<file path="src/rtl/afm_pkg.sv">
`timescale 1ns / 1ps
`default_nettype none

package afm_pkg;

  localparam int ANGLE_BITS       = 16;
  localparam int SINCOS_FRAC_BITS = 16;

  localparam int CORDIC_STEPS = 30;
  localparam int STEP_W       = $clog2(CORDIC_STEPS);
  localparam int XW           = 32;
  localparam int ZW           = 32;

  // Rounded sine and cosine, with room for a gain slightly above one.
  localparam int CW  = SINCOS_FRAC_BITS + 2;
  // Dividend and quotient width of the divider lanes, and divisor width.
  localparam int DW  = SINCOS_FRAC_BITS + 33;
  localparam int DVW = SINCOS_FRAC_BITS + 8;

  localparam int IN_W  = 112;
  localparam int OUT_W = 200;

  localparam logic signed [XW-1:0] CORDIC_X0 = 32'sd652032874;

  typedef struct packed {
    logic signed [31:0] px;
    logic signed [31:0] py;
    logic signed [15:0] sx;
    logic signed [15:0] sy;
    logic [1:0]         quad;
  } pay_t;

  typedef struct packed {
    logic signed [XW-1:0] x;
    logic signed [XW-1:0] y;
    logic signed [ZW-1:0] z;
    pay_t                 pay;
  } cor_t;

  typedef struct packed {
    logic [DW-1:0]  nq;
    logic [DVW-1:0] r;
    logic [DVW-1:0] d;
  } div_t;

  // Arctangent of 2^-i in units of 2^32 per full turn.
  function automatic logic signed [ZW-1:0] atan_step(input logic [STEP_W-1:0] idx);
    logic signed [ZW-1:0] a;
    case (idx)
      5'd0:  a = 32'sh20000000;
      5'd1:  a = 32'sh12E4051E;
      5'd2:  a = 32'sh09FB385B;
      5'd3:  a = 32'sh051111D4;
      5'd4:  a = 32'sh028B0D43;
      5'd5:  a = 32'sh0145D7E1;
      5'd6:  a = 32'sh00A2F61E;
      5'd7:  a = 32'sh00517C55;
      5'd8:  a = 32'sh0028BE53;
      5'd9:  a = 32'sh00145F2F;
      5'd10: a = 32'sh000A2F98;
      5'd11: a = 32'sh000517CC;
      5'd12: a = 32'sh00028BE6;
      5'd13: a = 32'sh000145F3;
      5'd14: a = 32'sh0000A2FA;
      5'd15: a = 32'sh0000517D;
      5'd16: a = 32'sh000028BE;
      5'd17: a = 32'sh0000145F;
      5'd18: a = 32'sh00000A30;
      5'd19: a = 32'sh00000518;
      5'd20: a = 32'sh0000028C;
      5'd21: a = 32'sh00000146;
      5'd22: a = 32'sh000000A3;
      5'd23: a = 32'sh00000051;
      5'd24: a = 32'sh00000029;
      5'd25: a = 32'sh00000014;
      5'd26: a = 32'sh0000000A;
      5'd27: a = 32'sh00000005;
      5'd28: a = 32'sh00000003;
      5'd29: a = 32'sh00000001;
      default: a = '0;
    endcase
    return a;
  endfunction

endpackage

`default_nettype wire

</file>
<file path="src/rtl/afm_cordic_cell.sv">
`timescale 1ns / 1ps
`default_nettype none

module afm_cordic_cell (
  input  logic                        clk,
  input  logic                        rst_n,
  input  logic                        en,
  input  logic [afm_pkg::STEP_W-1:0]  idx,
  input  logic                        v_in,
  input  afm_pkg::cor_t               prev,
  output logic                        v_out,
  output afm_pkg::cor_t               cur
);
  import afm_pkg::*;

  logic                 v_r;
  cor_t                 cur_r;
  cor_t                 cur_nxt;
  logic signed [XW-1:0] dx;
  logic signed [XW-1:0] dy;
  logic signed [ZW-1:0] at;

  always_comb begin
    dx      = prev.y >>> idx;
    dy      = prev.x >>> idx;
    at      = atan_step(idx);
    cur_nxt = prev;
    if (!prev.z[ZW-1]) begin
      cur_nxt.x = prev.x - dx;
      cur_nxt.y = prev.y + dy;
      cur_nxt.z = prev.z - at;
    end else begin
      cur_nxt.x = prev.x + dx;
      cur_nxt.y = prev.y - dy;
      cur_nxt.z = prev.z + at;
    end
  end

  always_ff @(posedge clk) begin
    if (!rst_n) begin
      v_r <= 1'b0;
    end else if (en) begin
      v_r <= v_in;
    end
  end

  always_ff @(posedge clk) begin
    if (en) begin
      cur_r <= cur_nxt;
    end
  end

  assign v_out = v_r;
  assign cur   = cur_r;

endmodule

`default_nettype wire

</file>
<file path="config.mk">
export PLATFORM = sky130hd
export DESIGN_NAME = afm_cordic_cell
export DESIGN_NICKNAME = d
export VERILOG_FILES = /design/src/rtl/afm_pkg.sv /design/src/rtl/afm_cordic_cell.sv
export SDC_FILE = /design/constraint.sdc
export NUM_CORES = 1
export LEC_CHECK = 0
export ABC_AREA = 1
export BUFFER_PORTS_ARGS = -buffer_cell sky130_fd_sc_hd__buf_2
export CAP_MARGIN = 20
export CORE_ASPECT_RATIO = 1.4
export CORE_MARGIN = 8
export CORE_UTILIZATION = 45
export CTS_CLUSTER_SIZE = 20
export DETAILED_ROUTE_END_ITERATION = 6
export MAX_ROUTING_LAYER = met4
export PLACE_DENSITY = 0.68
export SETUP_SLACK_MARGIN = 0.5
export SLEW_MARGIN = 5
export SYNTH_ARGS = -nofsm -noshare
export SYNTH_HDL_FRONTEND = slang
export SYNTH_SLANG_ARGS = --single-unit
export TNS_END_PERCENT = 10
</file>
<file path="constraint.sdc">
create_clock -name clk -period 5.77 [get_ports clk]
set_clock_uncertainty 0.2 [all_clocks]
set_input_delay 1.154 -clock clk [delete_from_list [all_inputs] [get_ports clk]]
set_output_delay 1.154 -clock clk [all_outputs]
set_load 0.01 [all_outputs]
</file>
==> summary.txt <==
SYNTH
------------------------------------------------------------------------------------------
Post-synth EDFFs                                                                       194
Post-synthesis cell count                                                             2437
Cell types occupying the most area after synthesis                            sky130_fd_sc_hd__edfxtp_1, sky130_fd_sc_hd__nand2_1, sky130_fd_sc_hd__nand3_1
Synthesized netlist net count                                                         2760
Post-synth top flop                                                           sky130_fd_sc_hd__edfxtp_1
Synthesized area                                                                 17700 um2
Synthesized flop and latch total                                                       195
Mean instance size in the synthesized netlist                                     7.25 um2
Share of flip-flops with an asynchronous set or reset                                   0%
Area share of the largest cell type after synthesis                                  33.0%
Register area share after synthesis                                                  33.1%
Number of distinct library cells after synthesis                                        49
Count of warnings emitted by yosys                                                       0
Leading area contributor after synthesis                                      sky130_fd_sc_hd__edfxtp_1

LAYOUT
------------------------------------------------------------------------------------------
Final core area utilization                                                          60.2%
Synthesis-to-layout area growth                                                      33.0%
Filler Cell Count                                                                     3727
Count of non-filler cells in the finished layout                                      3622
Design area                                                                      23500 um2
Fraction of layout cells with a size suffix above 1                                  30.3%
Fin nets                                                                              3398

TIMING
------------------------------------------------------------------------------------------
Headroom to the max-slew limit                                                       46.9%
Shortest period the worst path allows                                              5.19 ns
Total negative setup slack                                                            0 ns
Hold Fails Final Rpt                                                                     0
Unrepaired setup endpoints after global routing                                        yes
Hold Slack                                                                        0.413 ns
Post-route fraction of the period consumed by the critical path                      90.0%
F_max                                                                              193 MHz
Final Max Slew Viols                                                                     0
Final Setup Violations                                                                   0
Final worst setup slack                                                           0.580 ns
Measured slew at the worst slew-check pin                                         0.797 ns

PLACED DESIGN
------------------------------------------------------------------------------------------
Total cell area at the placement stage                                           22200 um2
DP Cell Count                                                                         3565
Placer Congestion                                                                     1.01
Setup WS pre-CTS                                                                 -0.192 ns
I/O Buffers                                                                            397
Placed wire-length estimate after detailed placement                               60.0 mm

WORST SETUP PATH
------------------------------------------------------------------------------------------
Crit path launch type                                                           input port
Maximum fanout along the worst path                                                     23
Biggest cell delay along the critical path                                         0.33 ns
Worst Path Class, Setup                                                       input port to flop
Library cell appearing most often on the critical path                        sky130_fd_sc_hd__nand2_1
Critical Path Sink Type                                                               flop
Endpoint arrival time on the critical path                                         5.23 ns
Master of the slowest instance on the critical path                           sky130_fd_sc_hd__nor4_4
Family with the most delay on the worst path                                  simple AND/OR/NAND/NOR gates
CP Buf/Inv Count                                                                         9
Data required, critical path                                                       5.80 ns

CTS
------------------------------------------------------------------------------------------
TritonCTS clock tree                                                                  done
Maximum clock path buffer count                                                          2
Total CTS buffers                                                                       17
Cell at the root of the clock tree                                            sky130_fd_sc_hd__clkbuf_16
# H-tree levels                                                                          4
CTS Sinks                                                                              195
Clock latency of the later-clocked register in the worst-skew pair                 0.46 ns
Clock edge transition at the registers on the reported setup and hold paths        0.10 ns
Hold_buf cts                                                                             0

GLOBAL ROUTE
------------------------------------------------------------------------------------------
Remaining Overflow, GRT                                                                  0
Pin count of the biggest net entering global routing                                   104
Number of antenna violations at the first check in global routing                        8
Global-route wire length before repair                                              107 mm
GRT Total Usage                                                                      30.9%
Number of global-route vias before repair                                            19500

PWR
------------------------------------------------------------------------------------------
Total power after layout                                                           6.22 mW
Worst ir drop on vdd                                                                147 uV
Static leakage power                                                               11.8 nW
Areal power density over the cells                                              265 nW/um2

DIE
------------------------------------------------------------------------------------------
Number of rows created at floorplan                                                     86
X dimension of the die                                                              184 um
Effective utilization at floorplan                                                   45.3%
Top-Level Pins                                                                         398
Area inside the core boundary                                                    39100 um2
Die Footprint                                                                    46000 um2
Die span in y                                                                       251 um

DRT
------------------------------------------------------------------------------------------
Number of DRC violations after detailed-routing iteration 0                           1359
Total wirelength of the detailed-routed design                                     72.2 mm
Pre-Repair DR Iteration Count                                                            6
Detail-routed net length per standard cell                                         19.9 um
Vias/cell                                                                             5.33
DRC                                                                                      0
Number of antenna-violating nets in the routed design                                    0
Routed via count                                                                     19300

STATUS
------------------------------------------------------------------------------------------
Status                                                                        finished clean

FLOW RUN
------------------------------------------------------------------------------------------
Max cap viols                                                                            0

WORST HOLD PATH
------------------------------------------------------------------------------------------
Min-Delay Path Class                                                          flop to flop

[cells in the final DEF, fill, tap and decap left out, types with 12 or more instances in the layout]
cell / instances
sky130_fd_sc_hd__a21oi_2: 16
sky130_fd_sc_hd__nor2_2: 26
sky130_fd_sc_hd__ha_1: 110
sky130_fd_sc_hd__edfxtp_1: 194
sky130_fd_sc_hd__nand3_1: 315
sky130_fd_sc_hd__a31oi_1: 13
sky130_fd_sc_hd__o21ai_1: 12
sky130_fd_sc_hd__xor2_1: 108
sky130_fd_sc_hd__nor3_1: 20
sky130_fd_sc_hd__nand2_1: 721
sky130_fd_sc_hd__buf_4: 283
sky130_fd_sc_hd__nor2_1: 142
sky130_fd_sc_hd__o21ai_0: 77
sky130_fd_sc_hd__a21oi_1: 108
sky130_fd_sc_hd__clkbuf_16: 18
sky130_fd_sc_hd__buf_2: 393
sky130_fd_sc_hd__inv_2: 22
sky130_fd_sc_hd__nand3_2: 25
sky130_fd_sc_hd__inv_1: 203
sky130_fd_sc_hd__nand4_1: 13
sky130_fd_sc_hd__buf_12: 14
sky130_fd_sc_hd__xnor2_1: 48
sky130_fd_sc_hd__o211ai_1: 14
sky130_fd_sc_hd__nand2_2: 60
[state kept, by name, summed over array words and instances (netlist names)]
signal and flops:
v_out 1, cur 194
[layout make-up]
class / instances / area, um2 / share of cell area [%]
Inverter: 228 / 863 / 3.67
Tap cell: 528 / 661 / 2.81
Multi-Input combinational cell: 1932 / 11000 / 46.8
Clock inverter: 14 / 183 / 0.777
Clock buffer: 18 / 429 / 1.83
Antenna cell: 6 / 15.0 / 0.0639
Timing Repair Buffer: 701 / 4510 / 19.2
Sequential cell: 195 / 5850 / 24.9
[cells in the mapped netlist (13+ instances only)]
cell,count
sky130_fd_sc_hd__buf_2,29
sky130_fd_sc_hd__xor2_1,109
sky130_fd_sc_hd__nand3_1,332
sky130_fd_sc_hd__a31oi_1,14
sky130_fd_sc_hd__nor2_2,18
sky130_fd_sc_hd__xnor2_1,48
sky130_fd_sc_hd__clkbuf_1,27
sky130_fd_sc_hd__o211ai_1,14
sky130_fd_sc_hd__ha_1,117
sky130_fd_sc_hd__nor3_1,27
sky130_fd_sc_hd__nor2_1,153
sky130_fd_sc_hd__nand2_1,742
sky130_fd_sc_hd__inv_2,17
sky130_fd_sc_hd__nand2_2,41
sky130_fd_sc_hd__nand4_1,13
sky130_fd_sc_hd__o21ai_0,86
sky130_fd_sc_hd__a21oi_1,125
sky130_fd_sc_hd__inv_1,209
sky130_fd_sc_hd__edfxtp_1,194
[cell families (layout without fill, tap and decap cells)]
kind of cell             Yosys count  after routing  synth area share, %
other                              0              6                    0
AND/OR/NAND/NOR                 1363           1363                 33.6
adder cells (fa/ha/maj)          120            120                 8.62
XOR/XNOR                         157            157                 7.78
buffers and inverters            310            961                 7.48
flip-flops                       195            195                 33.1
AO/OA/AOI/OAI                    292            292                 9.42
[timing repair]
action                     in CTS  in global routing
setup endpoints to repair      15                 52
pin swaps                       2                 35
gates resized for setup        18                116
setup buffers                   2                 16
cloned                          0                  1
[worst min-delay path, stage by stage, from the launching register on]
cell and delay, ns:
sky130_fd_sc_hd__dfxtp_1 0.32, sky130_fd_sc_hd__o21ai_0 0.19, sky130_fd_sc_hd__a21oi_1 0.06
[metal layers]
| metal | global-route usage, % | share of wire (%) | up-vias |
|---|---|---|---|
| met4 | 12.8 | 4.2 | 0 |
| li1 | - | - | 9429 |
| met3 | 3.77 | 6.2 | 173 |
| met2 | 57.1 | 53 | 731 |
| met1 | 32.5 | 37 | 8957 |
| met5 | - | 0 | - |
[report_power, final]
group          switching [mW]  internal (mW)
Clock                   0.669          0.594
Combinational            1.76           1.23
Sequential             0.0649           1.90
Total                    2.50           3.73
[final timing paths]
path / startpoint / slack [ns] / cells past startpoint / end
setup reg to reg: v_out$_SDFFE_PN0P_ / 4.85 / 2 / v_out$_SDFFE_PN0P_
setup / recovery: idx[0] / 0.58 / 31 / cur[191]$_DFFE_PP_
hold / removal: v_out$_SDFFE_PN0P_ / 0.41 / 2 / v_out$_SDFFE_PN0P_
hold reg to reg: v_out$_SDFFE_PN0P_ / 0.41 / 2 / v_out$_SDFFE_PN0P_
Power figures use the tool's default switching activity.
