### src/rtl/afm_pkg.sv
`timescale 1ns / 1ps
`default_nettype none

package afm_pkg;

  localparam int ANGLE_BITS       = 16;
  localparam int SINCOS_FRAC_BITS = 16;

  localparam int CORDIC_STEPS = 30;
  localparam int STEP_W       = $clog2(CORDIC_STEPS);
  localparam int XW           = 32;
  localparam int ZW           = 32;

  // Rounded sine and cosine, with room for a gain slightly above one.
  localparam int CW  = SINCOS_FRAC_BITS + 2;
  // Dividend and quotient width of the divider lanes, and divisor width.
  localparam int DW  = SINCOS_FRAC_BITS + 33;
  localparam int DVW = SINCOS_FRAC_BITS + 8;

  localparam int IN_W  = 112;
  localparam int OUT_W = 200;

  localparam logic signed [XW-1:0] CORDIC_X0 = 32'sd652032874;

  typedef struct packed {
    logic signed [31:0] px;
    logic signed [31:0] py;
    logic signed [15:0] sx;
    logic signed [15:0] sy;
    logic [1:0]         quad;
  } pay_t;

  typedef struct packed {
    logic signed [XW-1:0] x;
    logic signed [XW-1:0] y;
    logic signed [ZW-1:0] z;
    pay_t                 pay;
  } cor_t;

  typedef struct packed {
    logic [DW-1:0]  nq;
    logic [DVW-1:0] r;
    logic [DVW-1:0] d;
  } div_t;

  // Arctangent of 2^-i in units of 2^32 per full turn.
  function automatic logic signed [ZW-1:0] atan_step(input logic [STEP_W-1:0] idx);
    logic signed [ZW-1:0] a;
    case (idx)
      5'd0:  a = 32'sh20000000;
      5'd1:  a = 32'sh12E4051E;
      5'd2:  a = 32'sh09FB385B;
      5'd3:  a = 32'sh051111D4;
      5'd4:  a = 32'sh028B0D43;
      5'd5:  a = 32'sh0145D7E1;
      5'd6:  a = 32'sh00A2F61E;
      5'd7:  a = 32'sh00517C55;
      5'd8:  a = 32'sh0028BE53;
      5'd9:  a = 32'sh00145F2F;
      5'd10: a = 32'sh000A2F98;
      5'd11: a = 32'sh000517CC;
      5'd12: a = 32'sh00028BE6;
      5'd13: a = 32'sh000145F3;
      5'd14: a = 32'sh0000A2FA;
      5'd15: a = 32'sh0000517D;
      5'd16: a = 32'sh000028BE;
      5'd17: a = 32'sh0000145F;
      5'd18: a = 32'sh00000A30;
      5'd19: a = 32'sh00000518;
      5'd20: a = 32'sh0000028C;
      5'd21: a = 32'sh00000146;
      5'd22: a = 32'sh000000A3;
      5'd23: a = 32'sh00000051;
      5'd24: a = 32'sh00000029;
      5'd25: a = 32'sh00000014;
      5'd26: a = 32'sh0000000A;
      5'd27: a = 32'sh00000005;
      5'd28: a = 32'sh00000003;
      5'd29: a = 32'sh00000001;
      default: a = '0;
    endcase
    return a;
  endfunction

endpackage

`default_nettype wire

### src/rtl/afm_div_cell.sv
`timescale 1ns / 1ps
`default_nettype none

module afm_div_cell (
  input  logic          clk,
  input  logic          en,
  input  afm_pkg::div_t prev,
  output afm_pkg::div_t cur
);
  import afm_pkg::*;

  div_t           cur_r;
  div_t           cur_nxt;
  logic [DVW:0]   trial;
  logic           ge;

  // One restoring step: bring down the next dividend bit, subtract if it fits.
  always_comb begin
    trial          = {prev.r, prev.nq[DW-1]};
    ge             = (trial >= {1'b0, prev.d});
    cur_nxt.d      = prev.d;
    cur_nxt.nq     = {prev.nq[DW-2:0], ge};
    cur_nxt.r      = ge ? DVW'(trial - {1'b0, prev.d}) : trial[DVW-1:0];
  end

  always_ff @(posedge clk) begin
    if (en) begin
      cur_r <= cur_nxt;
    end
  end

  assign cur = cur_r;

endmodule

`default_nettype wire

### config.mk
export PLATFORM = sky130hd
export DESIGN_NAME = afm_div_cell
export DESIGN_NICKNAME = d
export VERILOG_FILES = /design/src/rtl/afm_pkg.sv /design/src/rtl/afm_div_cell.sv
export SDC_FILE = /design/constraint.sdc
export NUM_CORES = 1
export LEC_CHECK = 0
export BUFFER_PORTS_ARGS = -buffer_cell sky130_fd_sc_hd__buf_2
export CORE_ASPECT_RATIO = 0.75
export CORE_UTILIZATION = 45
export CTS_BUF_LIST = sky130_fd_sc_hd__clkbuf_16
export DETAILED_ROUTE_END_ITERATION = 10
export MAX_ROUTING_LAYER = met4
export PLACE_DENSITY = 0.75
export SYNTH_ARGS = -nofsm -noshare
export SYNTH_HDL_FRONTEND = slang
export SYNTH_SLANG_ARGS = --single-unit
### constraint.sdc
create_clock -name clk -period 3.75 [get_ports clk]
set_clock_uncertainty 0.1 [all_clocks]
set_input_delay 0.5625 -clock clk [delete_from_list [all_inputs] [get_ports clk]]
set_output_delay 0.5625 -clock clk [all_outputs]
set_load 0.03 [all_outputs]
==> qor.txt, run 1 <==
Status = completed
Crit path kind = input port to flop
# H-tree levels = 3
Placer Congestion = 0.870
Top post-synthesis cells by area = edfxtp_1, ha_1, inv_1
Die Width = 123 µm
Lkg Pwr = 0.00271 µW
CTS tree = built
Final critical-path required period = 2.90 ns
Crit path launch type = input port
CP delay by family, top = compound AO/OA/AOI/OAI gates
Starting Density = 0.469
HP Start = prev[88]
Max Slew Vio Count = 0
CP Buf/Inv Count = 3
Unrepaired setup endpoints after global routing = false
Least-Margin Pin Slew = 0.684 ns
PortBufs = 195
TNS Setup = 0 ns
CTS Root Cell = clkbuf_16
First-pass GRT wire length = 18.8 mm
Die Y = 92.4 µm
Nets = 696
DR vias/cell = 5.37
Worst hold-check path type = input port to flop
Proportion of layout cells with a drive suffix above 1 = 0.416
Post-synth top area share = 0.594
Mapped Cells = 376
Std-Cell Core Area = 0.0105 mm²
Detail Route Antenna Nets = 0
# IOs = 196
Yosys warns = 0
CTS Buffer Depth = 2
Post-cts gate resize count = 0
Post-synth top flop = edfxtp_1
Worst path arrival time = 2.89 ns
Synthesis-to-layout area growth = 28.3%
Mapped Avg Cell Area = 13.0 µm²
Hold-fix buffers at CTS = 0
Period utilization = 0.773
All-Layer GR Usage = 0.229
Residual DRC count = 0
Clk pin slew, worst setup/hold paths = 0.07 ns
Number of register bits inferred by synthesis = 97
Number of enable-type register cells in the synthesized netlist = 97
PwrDens = 472 mW/mm²
Largest net degree at the start of global routing = 98
Area leader, netlist = edfxtp_1
Worst path required time = 3.74 ns
Final Hold Viols = 0
Post-synth cell types = 60
Cell Area, Synth = 0.00490 mm²
Total setup buffers inserted after CTS = 0
# setup viols final = 0
Hold Slack = 0.292 ns
Ant diodes = 0
Drt initial violations = 250
Detailed Place HPWL = 9.63 mm
Post-Route WL = 12.5 mm
CP max-delay cell = ha_1
Maximum fanout along the worst path = 15
CTS Sinks = 97
Util after Layout = 0.602
Initial antenna violation count = 0
Crit path largest cell delay = 0.42 ns
Die Area = 0.0113 mm²
Max reg flops = 97
Worst-path cell chain = buf_2 -> inv_1 -> ha_1 -> a21oi_1 -> o21a_1 -> o221ai_1 -> a21bo_2 -> nor2_8 -> inv_6 -> mux2_4
CTS buffer count = 9
Asr flop ratio synth = 0
Element type at the critical path end = flop
Synthesized Nets = 500
Grt total ovfl = 0
Post-synthesis sequential area ratio = 0.594
Vias = 3,826
Vias in the first global route = 3,629
WHS Endpoint = cur[89]
# Max-Cap Violations = 0
Drt pass-1 iters = 5
F_max = 345 MHz
Relative slew slack = 0.539
Cell Rows = 32
WHS Path Cells = 1
WL/cell = 17.5 µm
Max VDD drop = 0.000326 V
worst max path at each step:
stage | cells past startpoint | from | slack, ns | to
3_3_place_gp | 10 | prev[18] | 0.57 | cur[27]
3_5_place_dp | 10 | prev[18] | 0.52 | cur[35]
4_1_cts | 10 | prev[18] | 0.85 | cur[40]
2_1_floorplan | 11 | prev[9] | 0.91 | cur[34]
5_1_grt | 10 | prev[18] | 0.64 | cur[34]
6_report | 10 | prev[18] | 0.85 | cur[40]
per-stage QoR:
step / area, µm² / total power [µW] / std cells / setup WS (ns)
finish: 6290 / 2970 / 713 / 0.850
detailed placement: 6000 / 2110 / 697 / 0.524
CTS: 6290 / 3000 / 713 / 0.853
global route: 6290 / 3100 / 713 / 0.645
global placement: 6000 / 2100 / 697 / 0.566
floorplan: 4900 / 1870 / 376 / 0.910
power by group:
part,internal [µW],switching (µW)
registers,1320,24.9
logic,252,488
clock network,463,422
total,2030,935
layout make-up:
class / count / area [µm²]
fill: 868 / 4160
sequential: 97 / 2910
multi-input combinational: 230 / 1760
timing repair buffer: 200 / 1030
clock buffer: 9 / 225
tap: 136 / 170
inverter: 34 / 133
clock inverter: 7 / 63.8
Yosys cell counts, types with 2 or more instances:
library cell	instances
edfxtp_1	97
inv_1	33
a21oi_1	24
ha_1	24
nand2_1	16
nand3_1	16
o21ai_0	14
nor3_1	13
nor2_1	10
o21a_1	9
xnor2_1	8
nand4_1	7
o31ai_1	7
and3_1	6
clkbuf_1	6
buf_2	5
mux2_2	5
mux2_4	5
nor2b_1	4
o221ai_1	4
o31a_1	4
or3_1	4
a211oi_1	3
a21boi_0	3
buf_6	3
o2111ai_1	3
o211ai_1	3
xor2_1	3
a31oi_1	2
and2_1	2
nor3b_1	2
o211a_1	2
or2_2	2
layer usage:
| metal | part of all wire | vias to the layer above | track usage |
|---|---|---|---|
| met1 | 0.45 | 1784 | 0.297 |
| met4 | 0.017 | 0 | 0.0681 |
| li1 | - | 1840 | - |
| met2 | 0.46 | 181 | 0.357 |
| met3 | 0.074 | 21 | 0.0542 |
| met5 | 0 | - | - |
cells by family (layout without fill, tap and decap cells):
logic type	count (synthesis)	in the layout	share of synthesized area
AO/OA/AOI/OAI	96	96	0.148
XOR/XNOR	11	11	0.0197
adder cells (fa/ha/maj)	25	25	0.0653
buffers and inverters	49	250	0.0477
flip-flops	97	97	0.594
multiplexers	10	10	0.0268
AND/OR/NAND/NOR	88	88	0.0980
placed cells by master, fill, tap and decap left out, types with 7 or more instances in the layout:
| cell type | instances |
|---|---|
| a21oi_1 | 24 |
| buf_2 | 194 |
| clkbuf_16 | 9 |
| edfxtp_1 | 97 |
| ha_1 | 24 |
| inv_1 | 33 |
| nand2_1 | 16 |
| nand3_1 | 16 |
| nand4_1 | 7 |
| nor2_1 | 10 |
| nor3_1 | 13 |
| o21a_1 | 9 |
| o21ai_0 | 14 |
| o31ai_1 | 7 |
| xnor2_1 | 8 |
No activity file was read; power rests on OpenSTA's default activity.
==> run 2, diff against run 1 <==
--- a/config.mk
+++ b/config.mk
@@ -7,11 +7,11 @@
 export LEC_CHECK = 0
 export BUFFER_PORTS_ARGS = -buffer_cell sky130_fd_sc_hd__buf_2
 export CORE_ASPECT_RATIO = 0.75
-export CORE_UTILIZATION = 45
+export CORE_UTILIZATION = 44
 export CTS_BUF_LIST = sky130_fd_sc_hd__clkbuf_16
 export DETAILED_ROUTE_END_ITERATION = 10
 export MAX_ROUTING_LAYER = met4
-export PLACE_DENSITY = 0.75
+export PLACE_DENSITY = 0.77
 export SYNTH_ARGS = -nofsm -noshare
 export SYNTH_HDL_FRONTEND = slang
 export SYNTH_SLANG_ARGS = --single-unit
==> constraint.sdc (replaced) <==
create_clock -name clk -period 2.5 [get_ports clk]
set_clock_uncertainty 0.1 [all_clocks]
set_input_delay 0.375 -clock clk [delete_from_list [all_inputs] [get_ports clk]]
set_output_delay 0.375 -clock clk [all_outputs]
set_load 0.03 [all_outputs]
==> qor.txt, run 2 (synthesis gave the netlist of run 1 again) <==
Status = completed
CTS Sinks = 97
Most frequent cells in the layout = buf_2, edfxtp_1, buf_4
Worst path required time = 2.57 ns
PwrDens = 661 mW/mm²
F_max = 406 MHz
Finished Layout Cells = 806
HP Start = prev[67]
PortBufs = 195
Least-Margin Pin Slew = 0.533 ns
# Max-Cap Violations = 0
Setup WS post-layout = 0.0376 ns
# IOs = 196
Lkg Pwr = 0.00317 µW
Drt initial violations = 281
Crit path kind = input port to flop
Unrepaired setup endpoints after global routing = true
Grt total ovfl = 0
Most common cell after layout, fill and taps aside = buf_2
Starting Density = 0.464
Max reg flops = 97
Ant diodes = 0
WHS Endpoint = cur[68]
# H-tree levels = 3
Vias = 4,195
Pre-CTS setup slack = -0.333 ns
WHS Path Cells = 1
First-pass GRT wire length = 21.4 mm
Max Slew Vio Count = 0
Synthesis-to-layout area growth = 44.9%
Die Area = 0.0116 mm²
Proportion of layout cells with a drive suffix above 1 = 0.519
Cell Rows = 32
Crit path launch type = input port
Clk pin slew, worst setup/hold paths = 0.08 ns
Post-Route WL = 14.2 mm
Inst Count DP = 788
All-Layer GR Usage = 0.258
CTS tree = built
Relative slew slack = 0.641
Detail Route Antenna Nets = 0
# setup viols final = 0
Max VDD drop = 0.000385 V
WL/cell = 17.6 µm
CTS buffer count = 9
Hold-fix buffers at CTS = 0
Final Hold Viols = 0
Residual DRC count = 0
Element type at the critical path end = flop
Detailed Place HPWL = 11.4 mm
Largest net degree at the start of global routing = 39
Worst path arrival time = 2.53 ns
Die Width = 124 µm
Drt pass-1 iters = 5
Period utilization = 0.985
Nets = 789
Maximum fanout along the worst path = 4
Std-Cell Core Area = 0.0106 mm²
Placer Congestion = 0.875
DR vias/cell = 5.20
Final critical-path required period = 2.46 ns
CTS Root Cell = clkbuf_16
Die Y = 93.4 µm
CTS Buffer Depth = 2
Worst hold-check path type = input port to flop
Vias in the first global route = 4,269
Initial antenna violation count = 0
run 2: how the worst max path moves through the flow:
stage | startpoint | end | cells after the start
after global placement | prev[3] | cur[45] | 10
final | prev[12] | cur[45] | 9
after global routing | prev[12] | cur[45] | 9
after CTS | prev[96] | cur[38] | 10
after detailed placement | prev[96] | cur[38] | 10
after floorplan | prev[27] | cur[34] | 9
run 2: repair_timing:
action,in CTS,in global routing
resized for setup,0,6
setup endpoints to repair,0,17
buffers inserted,0,2
run 2: per-stage QoR:
stage | setup TNS (ns) | hold WS (ns) | power (µW) | utilization | instance area [µm²]
final | 0 | 0.0963 | 4700 | 0.672 | 7110
after global routing | -0.0128 | 0.0863 | 4890 | 0.672 | 7110
after CTS | 0 | 0.0897 | 4710 | 0.668 | 7070
after detailed placement | -6.06 | 0.453 | 3370 | 0.641 | 6780
after global placement | -5.30 | 0.451 | 3340 | 0.641 | 6780
after floorplan | -0.266 | 0.374 | 2820 | - | 4990
run 2: final cells by class:
| class | instances | area, µm² |
|---|---|---|
| Fill cell | 831 | 3460 |
| Tap cell | 136 | 170 |
| Timing Repair Buffer | 293 | 1740 |
| Clock buffer | 9 | 225 |
| Sequential cell | 97 | 2910 |
| Clock inverter | 7 | 60.1 |
| Inverter | 34 | 135 |
| Multi-Input combinational cell | 230 | 1860 |
run 2: where the power goes:
group	total [µW]	leakage [µW]	switching (µW)	internal, µW
Combinational	1330	0.00208	795	531
Clock	1350	0.000138	653	695
Sequential	2020	0.000949	43.0	1980
run 2: routing by layer:
metal | share of wire | track usage | vias to the layer above
met5 | 0 | - | -
met4 | 0.018 | 0.0873 | 0
met3 | 0.079 | 0.0640 | 24
met2 | 0.47 | 0.409 | 178
met1 | 0.43 | 0.322 | 1972
li1 | - | - | 2021
run 2: worst max-delay path, cell delays in order:
cell and delay (ns):
buf_2 0.11, inv_1 0.05, ha_1 0.38, nand4_1 0.24
a2111oi_1 0.54, buf_4 0.20, nor3_1 0.05, or3_1 0.35
a31oi_1 0.22
==> run 3, diff against run 2 <==
--- a/config.mk
+++ b/config.mk
@@ -5,9 +5,10 @@
 export SDC_FILE = /design/constraint.sdc
 export NUM_CORES = 1
 export LEC_CHECK = 0
+export ABC_AREA = 1
 export BUFFER_PORTS_ARGS = -buffer_cell sky130_fd_sc_hd__buf_2
 export CORE_ASPECT_RATIO = 0.75
-export CORE_UTILIZATION = 44
+export CORE_UTILIZATION = 45
 export CTS_BUF_LIST = sky130_fd_sc_hd__clkbuf_16
 export DETAILED_ROUTE_END_ITERATION = 10
 export MAX_ROUTING_LAYER = met4
==> qor.txt, run 3 <==
Status = completed
# H-tree levels = 3
PortBufs = 195
Combinational family with the most area after synthesis = simple AND/OR/NAND/NOR gates
Max VDD drop = 0.000481 V
Most common cell after layout, fill and taps aside = nand2_1
HP Start = prev[56]
Area leader, netlist = edfxtp_1
# IOs = 196
Ant diodes = 0
CTS tree = built
TNS Setup = 0 ns
Die Width = 127 µm
Element type at the critical path end = flop
Post-Route WL = 13.4 mm
Residual DRC count = 0
Placer Congestion = 0.975
Comb power frac = 0.251
Mux contribution to synthesized area = 0
Proportion of layout cells with a drive suffix above 1 = 0.293
Largest net degree at the start of global routing = 51
Sequential power share = 0.450
Post-Synth Adder-Cell Area = 0.0610
Crit path launch type = input port
Met1 usage in global routing = 0.295
P_sw = 1450 µW
CTS Buffer Depth = 2
Cell Rows = 33
Grt total ovfl = 0
Final Hold Viols = 0
M2 GR Usage = 0.384
Initial antenna violation count = 0
Mapped Cells = 583
Crit path kind = input port to flop
Crit path from = prev[15]
Vias in the first global route = 4,173
M3 GR Usage = 0.0505
Total setup buffers inserted after CTS = 0
Period utilization = 0.829
Starting Density = 0.471
Max reg flops = 97
Detail Route Antenna Nets = 0
Lkg Pwr = 0.00354 µW
All-Layer GR Usage = 0.235
Clk pin slew, worst setup/hold paths = 0.07 ns
Number of register bits inferred by synthesis = 97
Top post-synthesis cells by area = edfxtp_1, nand2_1, inv_1
Relative slew slack = 0.731
Asr flop ratio synth = 0
Clock share of power = 0.299
Worst path arrival time = 2.07 ns
Die Area = 0.0121 mm²
Post-cts gate resize count = 0
Least-Margin Pin Slew = 0.401 ns
Drt initial violations = 284
Maximum fanout along the worst path = 13
Worst path required time = 2.49 ns
# Max-Cap Violations = 0
Worst hold-check path type = input port to flop
Vias = 4,509
Number of enable-type register cells in the synthesized netlist = 97
Count leader, synth = nand2_1
Yosys warns = 0
PwrDens = 661 mW/mm²
Drt pass-1 iters = 5
Std-Cell Core Area = 0.0111 mm²
F_max = 482 MHz
Post-synthesis simple-gate area fraction = 0.256
Mapped Avg Cell Area = 9.00 µm²
DR vias/cell = 4.80
Synthesized Nets = 707
Pre-CTS setup slack = 0.0862 ns
Max Slew Vio Count = 0
Post-synth cell types = 24
Cell Area, Synth = 0.00525 mm²
Switching Share = 0.325
CTS buffer count = 9
Nets = 918
Int Pwr = 3020 µW
CTS Root Cell = clkbuf_16
Die Y = 95.5 µm
Hold-fix buffers at CTS = 0
Synthesis-to-layout area growth = 28.8%
Setup WS post-layout = 0.427 ns
First-pass GRT wire length = 20.8 mm
Final critical-path required period = 2.07 ns
# setup viols final = 0
CTS Sinks = 97
Critical Path Sink = cur[35]
Post-synth top area share = 0.555
Xor/xnor share of the synthesized area = 0.0184
Top cells by count, synth = nand2_1, inv_1, edfxtp_1
Post-synthesis sequential area ratio = 0.555
Unrepaired setup endpoints after global routing = false
GR peak layer = met2
Most frequent cells in the layout = nand2_1, buf_2, inv_1
WL/cell = 14.3 µm
Detailed Place HPWL = 10.6 mm
Compound-Gate Fraction of Synth Area = 0.0141
Post-synth top flop = edfxtp_1
## run 3: cell type report
type                       count  area [µm²]
tap                          140         175
sequential                    97        2910
clock inverter                 7        61.3
fill                        1008        4390
multi-input combinational    359        1840
inverter                     119         447
timing repair buffer         208        1100
clock buffer                   9         225
## run 3: cell families after synthesis
| logic type | count (synthesis) |
|---|---|
| XOR/XNOR | 11 |
| AO/OA/AOI/OAI | 12 |
| AND/OR/NAND/NOR | 311 |
| flip-flops | 97 |
| adder cells (fa/ha/maj) | 25 |
| buffers and inverters | 127 |
## run 3: how the worst min path moves through the flow
stage / end / depth (start not counted)
6_report: cur[57] / 1
5_1_grt: cur[63] / 1
4_1_cts: cur[57] / 1
3_5_place_dp: cur[58] / 1
3_3_place_gp: cur[76] / 1
2_1_floorplan: cur[0] / 0
## run 3: power by group through the flow
stage          Combinational, µW  Sequential, µW  Clock, µW
2_1_floorplan                417            2370          0
3_3_place_gp                1100            2050          0
3_5_place_dp                1120            2050          0
4_1_cts                     1120            2010       1370
5_1_grt                     1240            2020       1430
6_report                    1120            2010       1330
## run 3: through the flow
step | hold slack (ns) | power (µW) | cell area, µm² | std cells | utilization
5_1_grt | 0.0926 | 4690 | 6760 | 939 | 0.606
6_report | 0.103 | 4470 | 6760 | 939 | 0.606
4_1_cts | 0.0914 | 4500 | 6760 | 939 | 0.606
3_3_place_gp | 0.452 | 3150 | 6470 | 923 | 0.581
2_1_floorplan | 0.374 | 2790 | 5250 | 583 | -
3_5_place_dp | 0.453 | 3170 | 6470 | 923 | 0.581
## run 3: per-layer routing
| metal | share of wire | routed length, µm |
|---|---|---|
| met1 | 0.46 | 6100 |
| met2 | 0.46 | 6120 |
| met3 | 0.073 | 976 |
| met4 | 0.015 | 195 |
| met5 | 0 | 0 |
## run 3: worst max-delay path, cell delays in order
cell     delay, ns
buf_2         0.09
inv_1         0.04
ha_1          0.37
nand2_1       0.14
nor2_1        0.19
nand2_1       0.12
nor3_2        0.15
nand3_2       0.17
buf_4         0.25
nand4_1       0.10
nand2_1       0.07
